File: config.mk
export PLATFORM = sky130hd
export DESIGN_NAME = http_request_byte_parser
export DESIGN_NICKNAME = d
export VERILOG_FILES = /design/src/hrbp_pkg.sv /design/src/http_request_byte_parser.sv
export SDC_FILE = /design/constraint.sdc
export NUM_CORES = 1
export LEC_CHECK = 0
export ABC_AREA = 1
export BUFFER_PORTS_ARGS = -buffer_cell sky130_fd_sc_hd__buf_4
export CAP_MARGIN = 20
export CORE_MARGIN = 5
export CORE_UTILIZATION = 35
export DETAILED_ROUTE_END_ITERATION = 16
export PLACE_DENSITY = 0.62
export SLEW_MARGIN = 20
export SYNTH_ARGS = -nofsm -noshare
export SYNTH_HDL_FRONTEND = slang
export SYNTH_SLANG_ARGS = --single-unit
File: constraint.sdc
create_clock -name i_clk -period 6.33 [get_ports i_clk]
set_clock_uncertainty 0.05 [all_clocks]
set_input_delay 1.5825 -clock i_clk [delete_from_list [all_inputs] [get_ports i_clk]]
set_output_delay 1.5825 -clock i_clk [all_outputs]
set_load 0.02 [all_outputs]
File: src/hrbp_pkg.sv
`default_nettype none
// ----------------------------------------------------------------------------
// hrbp_pkg
// Types, codes and character classes for the HTTP request byte parser.
// ----------------------------------------------------------------------------
package hrbp_pkg;

    localparam int LEN_WIDTH_DEF = 32;
    localparam int NAME_LEN      = 14;

    // Parser phase, one-hot
    typedef enum logic [20:0] {
        PH_INIT       = 21'h000001,
        PH_METHOD     = 21'h000002,
        PH_PATH_START = 21'h000004,
        PH_PATH       = 21'h000008,
        PH_P_H        = 21'h000010,
        PH_P_HT       = 21'h000020,
        PH_P_HTT      = 21'h000040,
        PH_P_HTTP     = 21'h000080,
        PH_P_SLASH    = 21'h000100,
        PH_VMAJ       = 21'h000200,
        PH_VMIN       = 21'h000400,
        PH_NL1        = 21'h000800,
        PH_HSTART     = 21'h001000,
        PH_LWS        = 21'h002000,
        PH_HNAME      = 21'h004000,
        PH_SPV        = 21'h008000,
        PH_VSTART     = 21'h010000,
        PH_VALUE      = 21'h020000,
        PH_NL2        = 21'h040000,
        PH_NL3        = 21'h080000,
        PH_BODY       = 21'h100000
    } t_phase;

    typedef enum logic [1:0] {
        ST_PEND = 2'd0,
        ST_OK   = 2'd1,
        ST_FAIL = 2'd2
    } t_status;

    typedef enum logic [2:0] {
        KIND_DELIM  = 3'd0,
        KIND_METHOD = 3'd1,
        KIND_PATH   = 3'd2,
        KIND_PROTO  = 3'd3,
        KIND_HNAME  = 3'd4,
        KIND_HVALUE = 3'd5,
        KIND_BODY   = 3'd6
    } t_kind;

    // Number scan state of a header value
    localparam logic [1:0] NUM_SKIP   = 2'd0;
    localparam logic [1:0] NUM_DIGITS = 2'd1;
    localparam logic [1:0] NUM_DONE   = 2'd2;

    localparam logic [7:0] CH_CR    = 8'h0D;
    localparam logic [7:0] CH_LF    = 8'h0A;
    localparam logic [7:0] CH_SP    = 8'h20;
    localparam logic [7:0] CH_TAB   = 8'h09;
    localparam logic [7:0] CH_COLON = 8'h3A;
    localparam logic [7:0] CH_SLASH = 8'h2F;
    localparam logic [7:0] CH_DOT   = 8'h2E;
    localparam logic [7:0] CH_PLUS  = 8'h2B;
    localparam logic [7:0] CH_MINUS = 8'h2D;
    localparam logic [7:0] CH_DEL   = 8'd127;
    localparam logic [7:0] CH_US    = 8'd31;

    function automatic logic is_ctl(input logic [7:0] b);
        return (b <= CH_US) || (b == CH_DEL);
    endfunction

    function automatic logic is_digit(input logic [7:0] b);
        return (b >= 8'h30) && (b <= 8'h39);
    endfunction

    function automatic logic is_special(input logic [7:0] b);
        logic r;
        case (b) inside
            8'h28, 8'h29, 8'h3C, 8'h3E, 8'h40, 8'h2C, 8'h3B, 8'h3A, 8'h5C, 8'h22,
            8'h2F, 8'h5B, 8'h5D, 8'h3F, 8'h3D, 8'h7B, 8'h7D, 8'h20, 8'h09: r = 1'b1;
            default: r = 1'b0;
        endcase
        return r;
    endfunction

    function automatic logic is_token(input logic [7:0] b);
        return (b <= CH_DEL) && !is_ctl(b) && !is_special(b);
    endfunction

    // Characters of "Content-Length"
    function automatic logic [7:0] name_char(input logic [3:0] idx);
        logic [7:0] c;
        unique case (idx)
            4'd0:    c = "C";
            4'd1:    c = "o";
            4'd2:    c = "n";
            4'd3:    c = "t";
            4'd4:    c = "e";
            4'd5:    c = "n";
            4'd6:    c = "t";
            4'd7:    c = "-";
            4'd8:    c = "L";
            4'd9:    c = "e";
            4'd10:   c = "n";
            4'd11:   c = "g";
            4'd12:   c = "t";
            4'd13:   c = "h";
            default: c = 8'h00;
        endcase
        return c;
    endfunction

endpackage
`default_nettype wire

File: src/http_request_byte_parser.sv
`default_nettype none
// ----------------------------------------------------------------------------
// http_request_byte_parser
// Byte-serial HTTP request checker with field tagging and body counting.
// ----------------------------------------------------------------------------
// Takes one request byte per cycle while m_axis_tready does not stall the
// output, and returns one tagged item per byte: the byte itself, its field
// kind, a field-start flag and the request status. Each byte passes the input
// register, then the result register; the parser state update reads and
// writes the phase, header-match and length registers combinationally between
// the two. The Content-Length value saturates at 2^LEN_WIDTH - 1. Set the
// tuser restart flag on the first byte of every request; after a success or
// failure all bytes report failure until the next restart. No clearing pass
// after reset.
module http_request_byte_parser
    import hrbp_pkg::*;
#(
    parameter int LEN_WIDTH = LEN_WIDTH_DEF
) (
    input  wire logic        i_clk,
    input  wire logic        i_rst_n,

    input  wire logic        s_axis_tvalid,
    output logic             s_axis_tready,
    input  wire logic [7:0]  s_axis_tdata,   // [7:0] data_byte
    input  wire logic [0:0]  s_axis_tuser,   // [0] restart

    output logic             m_axis_tvalid,
    input  wire logic        m_axis_tready,
    output logic [15:0]      m_axis_tdata,   // [1:0] status, [9:2] echo_byte, zero fill
    output logic [3:0]       m_axis_tuser    // [2:0] field_kind, [3] field_first
);

    localparam int AW = LEN_WIDTH + 4;

    // input register
    logic             r_in_valid;
    logic [7:0]       r_in_byte;
    logic             r_in_restart;

    // result register
    logic             r_out_valid;
    t_status          r_out_status;
    t_kind            r_out_kind;
    logic             r_out_first;
    logic [7:0]       r_out_byte;

    // parser state
    t_phase               r_phase,     n_phase;
    logic [LEN_WIDTH-1:0] r_body,      n_body;
    logic                 r_hdr_seen,  n_hdr_seen;
    logic [3:0]           r_name_idx,  n_name_idx;
    logic                 r_name_ok,   n_name_ok;
    logic [LEN_WIDTH-1:0] r_accum,     n_accum;
    logic [1:0]           r_num,       n_num;
    logic                 r_finished,  n_finished;

    t_status              n_status;
    t_kind                n_kind;
    logic                 n_first;

    // state as seen by this byte, after restart
    t_phase               c_phase;
    logic [LEN_WIDTH-1:0] c_body;
    logic                 c_hdr_seen;
    logic [3:0]           c_name_idx;
    logic                 c_name_ok;
    logic [LEN_WIDTH-1:0] c_accum;
    logic [1:0]           c_num;
    logic                 c_finished;

    logic                 advance;
    logic [7:0]           b;
    logic                 name_hit;
    logic [1:0]           v_num;
    logic [LEN_WIDTH-1:0] v_accum;
    logic [AW-1:0]        acc10;
    logic [LEN_WIDTH-1:0] body_dec;

    assign advance       = r_in_valid && (!r_out_valid || m_axis_tready);
    assign s_axis_tready = !r_in_valid || advance;
    assign b             = r_in_byte;

    always_comb begin
        if (r_in_restart) begin
            c_phase    = PH_INIT;
            c_body     = '0;
            c_hdr_seen = 1'b0;
            c_name_idx = '0;
            c_name_ok  = 1'b1;
            c_accum    = '0;
            c_num      = NUM_SKIP;
            c_finished = 1'b0;
        end else begin
            c_phase    = r_phase;
            c_body     = r_body;
            c_hdr_seen = r_hdr_seen;
            c_name_idx = r_name_idx;
            c_name_ok  = r_name_ok;
            c_accum    = r_accum;
            c_num      = r_num;
            c_finished = r_finished;
        end
    end

    assign name_hit = c_name_ok && (c_name_idx < 4'(NAME_LEN)) && (b == name_char(c_name_idx));

    // value byte: skip spaces, optional plus sign (a minus ends the scan), then decimal digits with saturation
    assign acc10 = ({4'b0, c_accum} << 3) + ({4'b0, c_accum} << 1) + AW'(b[3:0]);

    always_comb begin
        v_num   = c_num;
        v_accum = c_accum;
        if (c_num == NUM_SKIP) begin
            if (b == CH_PLUS) begin
                v_num = NUM_DIGITS;
            end else if (b == CH_MINUS) begin
                v_num = NUM_DONE;
            end else if (b != CH_SP) begin
                v_num = NUM_DIGITS;
            end
        end
        if ((c_num == NUM_DIGITS) ||
            ((c_num == NUM_SKIP) && (b != CH_SP) && (b != CH_PLUS) && (b != CH_MINUS))) begin
            if (is_digit(b)) begin
                v_accum = (|acc10[AW-1:LEN_WIDTH]) ? '1 : acc10[LEN_WIDTH-1:0];
            end else begin
                v_num = NUM_DONE;
            end
        end
    end

    assign body_dec = (c_body != '0) ? c_body - LEN_WIDTH'(1) : c_body;

    always_comb begin
        n_phase    = c_phase;
        n_body     = c_body;
        n_hdr_seen = c_hdr_seen;
        n_name_idx = c_name_idx;
        n_name_ok  = c_name_ok;
        n_accum    = c_accum;
        n_num      = c_num;
        n_finished = c_finished;
        n_status   = ST_PEND;
        n_kind     = KIND_DELIM;
        n_first    = 1'b0;

        if (c_finished) begin
            n_status = ST_FAIL;
        end else begin
            unique case (c_phase)
                PH_INIT: begin
                    if (is_token(b)) begin
                        n_phase = PH_METHOD;
                        n_kind  = KIND_METHOD;
                        n_first = 1'b1;
                    end else begin
                        n_status = ST_FAIL;
                    end
                end
                PH_METHOD: begin
                    if (b == CH_SP) begin
                        n_phase = PH_PATH_START;
                    end else if (is_token(b)) begin
                        n_kind = KIND_METHOD;
                    end else begin
                        n_status = ST_FAIL;
                    end
                end
                PH_PATH_START, PH_PATH: begin
                    if (b == CH_SP) begin
                        n_phase = PH_P_H;
                    end else if (is_ctl(b)) begin
                        n_status = ST_FAIL;
                    end else begin
                        n_kind  = KIND_PATH;
                        n_first = (c_phase == PH_PATH_START);
                        n_phase = PH_PATH;
                    end
                end
                PH_P_H: begin
                    if (b == "H") begin
                        n_kind  = KIND_PROTO;
                        n_phase = PH_P_HT;
                    end else begin
                        n_status = ST_FAIL;
                    end
                end
                PH_P_HT: begin
                    if (b == "T") begin
                        n_kind  = KIND_PROTO;
                        n_phase = PH_P_HTT;
                    end else begin
                        n_status = ST_FAIL;
                    end
                end
                PH_P_HTT: begin
                    if (b == "T") begin
                        n_kind  = KIND_PROTO;
                        n_phase = PH_P_HTTP;
                    end else begin
                        n_status = ST_FAIL;
                    end
                end
                PH_P_HTTP: begin
                    if (b == "P") begin
                        n_kind  = KIND_PROTO;
                        n_phase = PH_P_SLASH;
                    end else begin
                        n_status = ST_FAIL;
                    end
                end
                PH_P_SLASH: begin
                    if (b == CH_SLASH) begin
                        n_kind  = KIND_PROTO;
                        n_phase = PH_VMAJ;
                    end else begin
                        n_status = ST_FAIL;
                    end
                end
                PH_VMAJ: begin
                    if (b == CH_DOT) begin
                        n_kind  = KIND_PROTO;
                        n_phase = PH_VMIN;
                    end else if (is_digit(b)) begin
                        n_kind = KIND_PROTO;
                    end else begin
                        n_status = ST_FAIL;
                    end
                end
                PH_VMIN: begin
                    if (b == CH_CR) begin
                        n_phase = PH_NL1;
                    end else if (is_digit(b)) begin
                        n_kind = KIND_PROTO;
                    end else begin
                        n_status = ST_FAIL;
                    end
                end
                PH_NL1, PH_NL2: begin
                    if (b == CH_LF) begin
                        n_phase = PH_HSTART;
                    end else begin
                        n_status = ST_FAIL;
                    end
                end
                PH_HSTART: begin
                    if (b == CH_CR) begin
                        n_phase = PH_NL3;
                    end else if (c_hdr_seen && ((b == CH_SP) || (b == CH_TAB))) begin
                        n_phase = PH_LWS;
                    end else if (is_token(b)) begin
                        // new header line: restart the name match and the number scan
                        n_kind     = KIND_HNAME;
                        n_first    = 1'b1;
                        n_accum    = '0;
                        n_num      = NUM_SKIP;
                        n_name_idx = (b == name_char(4'd0)) ? 4'd1 : 4'd0;
                        n_name_ok  = (b == name_char(4'd0));
                        n_phase    = PH_HNAME;
                    end else begin
                        n_status = ST_FAIL;
                    end
                end
                PH_LWS: begin
                    if (b == CH_CR) begin
                        n_phase = PH_NL2;
                    end else if ((b == CH_SP) || (b == CH_TAB)) begin
                        n_phase = PH_LWS;
                    end else if (is_ctl(b)) begin
                        n_status = ST_FAIL;
                    end else begin
                        n_kind  = KIND_HVALUE;
                        n_num   = v_num;
                        n_accum = v_accum;
                        n_phase = PH_VALUE;
                    end
                end
                PH_HNAME: begin
                    if (b == CH_COLON) begin
                        if (c_name_idx != 4'(NAME_LEN)) begin
                            n_name_ok = 1'b0;
                        end
                        n_phase = PH_SPV;
                    end else if (is_token(b)) begin
                        n_kind = KIND_HNAME;
                        if (name_hit) begin
                            n_name_idx = c_name_idx + 4'd1;
                        end else begin
                            n_name_ok = 1'b0;
                        end
                    end else begin
                        n_status = ST_FAIL;
                    end
                end
                PH_SPV: begin
                    if (b == CH_SP) begin
                        n_phase = PH_VSTART;
                    end else begin
                        n_status = ST_FAIL;
                    end
                end
                PH_VSTART, PH_VALUE: begin
                    if (b == CH_CR) begin
                        // end of value line: latch the length if the name matched
                        n_hdr_seen = 1'b1;
                        if (c_name_ok && (c_name_idx == 4'(NAME_LEN))) begin
                            n_body = c_accum;
                        end
                        n_phase = PH_NL2;
                    end else if (is_ctl(b)) begin
                        n_status = ST_FAIL;
                    end else begin
                        n_kind  = KIND_HVALUE;
                        n_first = (c_phase == PH_VSTART);
                        n_num   = v_num;
                        n_accum = v_accum;
                        n_phase = PH_VALUE;
                    end
                end
                PH_NL3: begin
                    if (b != CH_LF) begin
                        n_status = ST_FAIL;
                    end else if (c_body == '0) begin
                        n_status = ST_OK;
                    end else begin
                        n_phase = PH_BODY;
                    end
                end
                PH_BODY: begin
                    n_kind = KIND_BODY;
                    n_body = body_dec;
                    if (body_dec == '0) begin
                        n_status = ST_OK;
                    end
                end
                default: begin
                    n_status = ST_FAIL;
                end
            endcase

            if (n_status != ST_PEND) begin
                n_finished = 1'b1;
            end
            if (n_status == ST_FAIL) begin
                n_kind  = KIND_DELIM;
                n_first = 1'b0;
            end
        end
    end

    // control state
    always_ff @(posedge i_clk) begin
        if (!i_rst_n) begin
            r_in_valid  <= 1'b0;
            r_out_valid <= 1'b0;
            r_phase     <= PH_INIT;
            r_body      <= '0;
            r_hdr_seen  <= 1'b0;
            r_name_idx  <= '0;
            r_name_ok   <= 1'b1;
            r_accum     <= '0;
            r_num       <= NUM_SKIP;
            r_finished  <= 1'b0;
        end else begin
            if (s_axis_tready) begin
                r_in_valid <= s_axis_tvalid;
            end
            if (advance) begin
                r_out_valid <= 1'b1;
                r_phase     <= n_phase;
                r_body      <= n_body;
                r_hdr_seen  <= n_hdr_seen;
                r_name_idx  <= n_name_idx;
                r_name_ok   <= n_name_ok;
                r_accum     <= n_accum;
                r_num       <= n_num;
                r_finished  <= n_finished;
            end else if (m_axis_tready) begin
                r_out_valid <= 1'b0;
            end
        end
    end

    // payload
    always_ff @(posedge i_clk) begin
        if (s_axis_tready && s_axis_tvalid) begin
            r_in_byte    <= s_axis_tdata;
            r_in_restart <= s_axis_tuser[0];
        end
        if (advance) begin
            r_out_status <= n_status;
            r_out_kind   <= n_kind;
            r_out_first  <= n_first;
            r_out_byte   <= r_in_byte;
        end
    end

    assign m_axis_tvalid = r_out_valid;
    assign m_axis_tdata  = {6'b0, r_out_byte, r_out_status};
    assign m_axis_tuser  = {r_out_first, r_out_kind};

`ifndef NO_ASSERTIONS
    a_done_fails: assert property (@(posedge i_clk) disable iff (!i_rst_n)
        (advance && r_finished && !r_in_restart) |=> (r_out_status == ST_FAIL))
        else $error("item after a terminal result did not report failure");

    a_fail_untagged: assert property (@(posedge i_clk) disable iff (!i_rst_n)
        (r_out_valid && (r_out_status == ST_FAIL)) |->
        ((r_out_kind == KIND_DELIM) && !r_out_first))
        else $error("failure item carries a field tag");

    a_body_nonzero: assert property (@(posedge i_clk) disable iff (!i_rst_n)
        ((r_phase == PH_BODY) && !r_finished) |-> (r_body != '0))
        else $error("body phase with no bytes left");

    a_name_idx: assert property (@(posedge i_clk) disable iff (!i_rst_n)
        r_name_idx <= 4'(NAME_LEN))
        else $error("header name match index out of range");

    a_ok_sets_done: assert property (@(posedge i_clk) disable iff (!i_rst_n)
        (advance && (n_status != ST_PEND)) |=> r_finished)
        else $error("terminal result did not latch finished");
`endif

endmodule
`default_nettype wire
==> run metrics, run 1 <==
Seq/Total Area, Yosys 0.201; critical path peak fanout 76; sequential power share 0.321; Layout area overhead 8.13%; crit path capture type flip-flop; largest net degree at the start of global routing 77; Starting Density 0.355; Clk network pwr share 0.396; postcts setup bufs 0; cell area after synthesis 13000 sq um; HPWL after DPL 36900 um; Period minus WS final 4680 ps; Hold Fails Final Rpt 0; clock tree buffer depth 2; global route overflow 0; total power 2650 uW; RePlAce Congestion between 0.9 and 1; die height 203 um; hold_buf cts 0; Syn Area/Cell a little over 6 sq um; DR vias around 14k; CP required 6600 ps; Hold Path Stages 2; drt total wl 49400 um; crit share post-route 0.739; Pins Over Slew Limit 0; power per cell area 189 nW/um^2; Sw Ratio 0.381; global-route wire length before repair 78000 um; status finished clean; Critical Path AT 4950 ps; NetSw 1010 uW; Pleak between 0.007 and 0.008 uW; vias in the first global route 13.8k; critical path class flip-flop to flip-flop; Register-to-Register Path Depth 23; crit start category flip-flop; drt wl/cell 19.0 um; post-CTS sizing 0; top-level I/O count 35; RR Startpoint r_in_restart; Clock Sinks 119; CTS buffer count 17; VDD IR max 0.193 mV; post-route ant nets 0; synth top area cells nand2_1 15%, dfxtp_1 15%, inv_1 7.2%; htree depth 4; die area 41100 sq um; Clk pin slew, worst setup/hold paths around 60 ps; part of the power in combinational logic 0.283; Worst setup startpoint r_in_restart; Async S/R FF share, synth 0; FP Rows 70; Synth cell types 65; worst skew pair latency between 400 and 500 ps; HP Class flip-flop to flip-flop; CTS tree built; Placeable Area 36700 sq um; storage element area 2610 sq um; filler instances 3991; Slew headroom 0.314; Port Buf Inserts 28; most common cell after layout, fill and taps aside nand2_1; Multi-input gate area 8920 sq um; post-synth top area share 0.154; antenna violations before repair 1; Int Pwr 1640 uW; MaxCap Viol Count 0; Post-Synthesis Cells 2138; layout cell share with drive strength beyond 1 0.101; actual slew at the worst max-slew pin between 1000 and 1500 ps; RSZ-0062 raised after global routing false; Post-synth EDFFs 23; GRT Util Overall 0.235; layout net count 2205; Setup TNS Final 0 ps; drt initial violations around 1.7k; FF+latch count, synth 119; Setup Viol. Count Final 0; Worst Setup EP r_accum[9]; root buf cell clkbuf_16; router iterations before antenna repair 5; Synth Warn # 0; commonest register cell after synthesis dfxtp_1; area leader, netlist nand2_1; die width 203 um; DRC 0; R2R Path End r_accum[9]; drt via density between 5 and 6; most frequent cells in the layout 533 x nand2_1, 250 x inv_1, 240 x nor2_1; fmax ~0.21 GHz; flop2flop setup slack 1650 ps
[routing by layer]
layer  track usage  up-vias  share of wire
li1              -     7011              -
met1         0.325     6749           0.44
met2         0.383      627           0.45
met3        0.0307       99          0.074
met4        0.0720        0          0.028
met5             0        -              0
[power groups by stage]
stage               sequential, uW  combinational [uW]  clock [uW]
floorplan                      864                 541           0
global placement               866                 734           0
detailed placement             867                 732           0
CTS                            851                 735        1050
global route                   856                 819        1080
finish                         852                 751        1050
[Yosys cell counts (27+ instances only)]
cell type,count
a21oi_1,164
xor2_1,33
nand4_1,31
nand3_1,118
nor3_1,27
nand2_1,534
nor2_1,241
clkbuf_1,46
dfxtp_1,96
o21ai_0,176
nand2_2,39
inv_1,250
ha_1,69
[worst min-delay path by stage]
stage                          start            end  slack [ps]
after floorplan                 b[3]  r_out_byte[3]         370
after global placement    r_hdr_seen     r_hdr_seen         400
after detailed placement  r_hdr_seen     r_hdr_seen         410
after CTS                 r_hdr_seen     r_hdr_seen         420
after global routing            b[6]  r_out_byte[6]         440
final                     r_hdr_seen     r_hdr_seen         420
[registers in the layout, indices dropped and copies added (netlist names)]
signal,count
r_out_first,1
b,8
r_name_ok,1
r_body,32
r_phase,21
r_out_kind,3
r_finished,1
r_accum,32
r_num,2
r_in_restart,1
r_out_byte,8
r_hdr_seen,1
r_out_status,2
r_name_idx,4
m_axis_tvalid,1
r_in_valid,1
[layout make-up]
type | instances | share of cell area
antenna | 1 | 0.000178
clock buffer | 18 | 0.0320
clock inverter | 14 | 0.0113
inverter | 275 | 0.0742
multi-input combinational | 1670 | 0.634
sequential | 119 | 0.186
tap | 468 | 0.0416
timing repair buffer | 39 | 0.0208
[critical path, stage by stage (launching register included)]
cell and delay [ps]:
edfxtp_1 460, inv_6 660, nand2_1 310, xor2_1 260, inv_1 70, ha_1 290, inv_1 50, fa_1 390
inv_1 70, nand2_1 50, nand2_1 110, nand3_1 80, nand2_1 140, nand2_1 60, nand2_1 160, nand2_1 90
nand3_1 70, nand2_1 60, nor2_1 220, nand2_2 340, o21ai_0 330, nand2_1 80, nand2_1 60, a21oi_1 60
[kinds of logic after synthesis]
kind of cell	after synthesis	synth area share
other cells	1	0.000288
flops	119	0.201
compound gates	468	0.204
xor+xnor	48	0.0323
simple gates	1078	0.379
fa+ha+maj	70	0.0679
buf+inv	354	0.116
[metrics by stage]
stage	cell area (sq um)	instances	setup slack [ps]	util	hold slack, ps
2_1_floorplan	13000	2143	2430	-	371
5_1_grt	14100	2603	1130	0.383	437
3_5_place_dp	13500	2571	1700	0.367	407
6_report	14100	2604	1650	0.383	420
4_1_cts	14100	2603	1680	0.383	416
3_3_place_gp	13500	2571	1780	0.367	402
Power figures use the tool's default switching activity.
==> run 2, diff against run 1 <==
--- a/config.mk
+++ b/config.mk
@@ -11,7 +11,7 @@
 export CORE_MARGIN = 5
 export CORE_UTILIZATION = 35
 export DETAILED_ROUTE_END_ITERATION = 16
-export PLACE_DENSITY = 0.62
+export PLACE_DENSITY = 0.64
 export SLEW_MARGIN = 20
 export SYNTH_ARGS = -nofsm -noshare
 export SYNTH_HDL_FRONTEND = slang
==> constraint.sdc (replaced) <==
create_clock -name i_clk -period 3.89 [get_ports i_clk]
set_clock_uncertainty 0.05 [all_clocks]
set_input_delay 0.9725 -clock i_clk [delete_from_list [all_inputs] [get_ports i_clk]]
set_output_delay 0.9725 -clock i_clk [all_outputs]
set_load 0.02 [all_outputs]
==> run metrics, run 2 (same netlist as run 1, synthesis figures left out) <==
status finished clean; CP max stage cell edfxtp_1; drt total wl 49600 um (+0.48%); Critical Path AT 3910 ps (-1040 ps); worst skew pair latency 430 ps (about the same); crit path cell chain buf_4 -> buf_4 -> buf_4 -> nor2_1 -> inv_1 -> ha_1 -> nand2_1 -> nor2_2 -> nand2_2 -> inv_2 -> nand3_2 -> buf_4 -> nand2_1 -> nand2_1 -> nor2_1 -> nand4_1 -> nor2_1 -> nand4_1 -> a21oi_1; Clock Sinks 119 (unchanged); slack of the critical path 185 ps (-1470 ps); Pins Over Slew Limit 0 (unchanged); layout cell share with drive strength beyond 1 0.131 (+0.0300); router iterations before antenna repair 6 (+1); storage element area 2610 sq um (unchanged); crit share post-route 0.952 (+0.214); layout net count 2266 (+2.8%); NetSw 1660 uW (+64%); most frequent cells in the layout 531 x nand2_1, 250 x inv_1, 233 x nor2_1; die area 41100 sq um (unchanged); crit-path max cell delay 450 ps (-210 ps); crit path capture type flip-flop; largest net degree at the start of global routing 60 (-22%); critical path class flip-flop to flip-flop; Placement Setup Slack 26.9 ps (-1680 ps); post-route ant nets 0 (unchanged); Hold Fails Final Rpt 0 (unchanged); Clk pin slew, worst setup/hold paths 60 ps (about the same); top-level I/O count 35 (unchanged); drt initial violations 1630 (-1.5%); sequential power share 0.329 (+0.008); hold_buf cts 0 (unchanged); Period minus WS final 3700 ps (-970 ps); Slew headroom 0.390 (+0.0758); global-route wire length before repair 77900 um (-0.17%); Pleak 0.00754 uW (+3.9%); fmax 0.270 GHz (+26%); Int Pwr 2550 uW (+55%); Placeable Area 36700 sq um (unchanged); MaxCap Viol Count 0 (unchanged); Multi-input gate area 8940 sq um (+0.27%); HPWL after DPL 38300 um (+3.6%); FP Rows 70 (unchanged); power per cell area 289 nW/um^2 (+53%); n_diodes 0 (-1); drt wl/cell 18.6 um (-1.8%); vias in the first global route 14.0k (+1.3%); DRC 0 (unchanged); actual slew at the worst max-slew pin 914 ps (-113 ps); Port Buf Inserts 28 (unchanged); Largest regs r_accum: 32 flops, r_body: 32 flops, r_phase: 21 flops; CTS tree built; global route overflow 0 (unchanged); die height 203 um (unchanged); GRT Util Overall 0.235 (-0.000782); CP required 4100 ps (-2500 ps); Layout area overhead 11.7%; Clk network pwr share 0.365 (-0.031); clock tree buffer depth 2 (unchanged); Register-to-Register Path Depth 19 (-17%); HP Class flip-flop to flip-flop; DR vias 14.7k (+1.4%); most frequent CP cell buf_4; total power 4200 uW (+59%); drt via density 5.52 (-0.86%); antenna violations before repair 0 (-1); Hold Path Stages 2 (unchanged); CTS buffer count 17 (unchanged); critical path peak fanout 29 (-62%); Setup Viol. Count Final 0 (unchanged); most common cell after layout, fill and taps aside nand2_1; RePlAce Congestion 0.979 (-0.68%); filler instances 3934 (-1.4%); Starting Density 0.355 (unchanged); Sw Ratio 0.394 (+0.0127); root buf cell clkbuf_16; die width 203 um (unchanged); htree depth 4 (unchanged); part of the power in combinational logic 0.306 (+0.023); VDD IR max 0.296 mV (+53%); crit start category flip-flop
==> run 2: cell types whose count changed in the layout (fill, tap and decap cells not counted), moves of 2 or more <==
| cell | before | now |
|---|---|---|
| bufinv_16 | 2 | 0 |
| nor2_2 | 14 | 22 |
| o21ai_1 | 18 | 21 |
| o21ai_0 | 176 | 173 |
| nand2_1 | 533 | 531 |
| buf_4 | 39 | 97 |
| clkinvlp_4 | 0 | 3 |
| nand2_2 | 40 | 42 |
| nor2_1 | 240 | 233 |
==> run 2: final cells by class <==
type                       count  area share
inverter                     275      0.0718
tap                          468      0.0403
clock buffer                  17      0.0293
clock inverter                15     0.00827
sequential                   119       0.180
multi-input combinational   1670       0.615
timing repair buffer         100      0.0551
==> run 2: metal layers <==
metal  GRT usage  part of all wire
met3      0.0313             0.067
met2       0.388              0.46
met1       0.317              0.45
met4      0.0778             0.030
met5           0                 0
==> run 2: path summary, 6_finish.rpt <==
check / start / to / slack (ps)
worst min-delay path: r_accum[23] / r_accum[23] / 430
worst max register to register: r_in_restart / r_out_status[0] / 190
worst min register to register: r_accum[23] / r_accum[23] / 430
worst max-delay path: r_in_restart / r_out_status[0] / 190
==> run 2: repair_timing <==
action | in CTS | in global routing
hold endpoints to repair | 0 | 0
buffers inserted | 0 | 2
setup endpoints to repair | 0 | 32
resized for setup | 0 | 15
==> run 2: critical path: cells and delay by family, from the launching register on <==
kind                       cells  cell delay [ps]
AOI/OAI and AO/OA              1              210
and+or+nand+nor               11             1480
DFF                            1              450
buffers and inverters          6             1120
adders and majority gates      1              170
==> run 2: per-stage QoR <==
stage,hold slack [ps],instances,util,area [sq um],TNS (ps)
after floorplan,371,2143,-,13000,0
after global placement,403,2629,0.379,13900,0
after detailed placement,413,2629,0.379,13900,0
after CTS,427,2661,0.394,14500,0
after global routing,449,2664,0.396,14500,-14.3
final,429,2664,0.396,14500,0
==> run 2: power by group through the flow <==
stage	Clock, uW	Sequential [uW]	Combinational, uW
6_report	1540	1380	1290
5_1_grt	1600	1390	1400
4_1_cts	1550	1380	1250
3_5_place_dp	0	1410	1250
3_3_place_gp	0	1410	1240
2_1_floorplan	0	1410	880
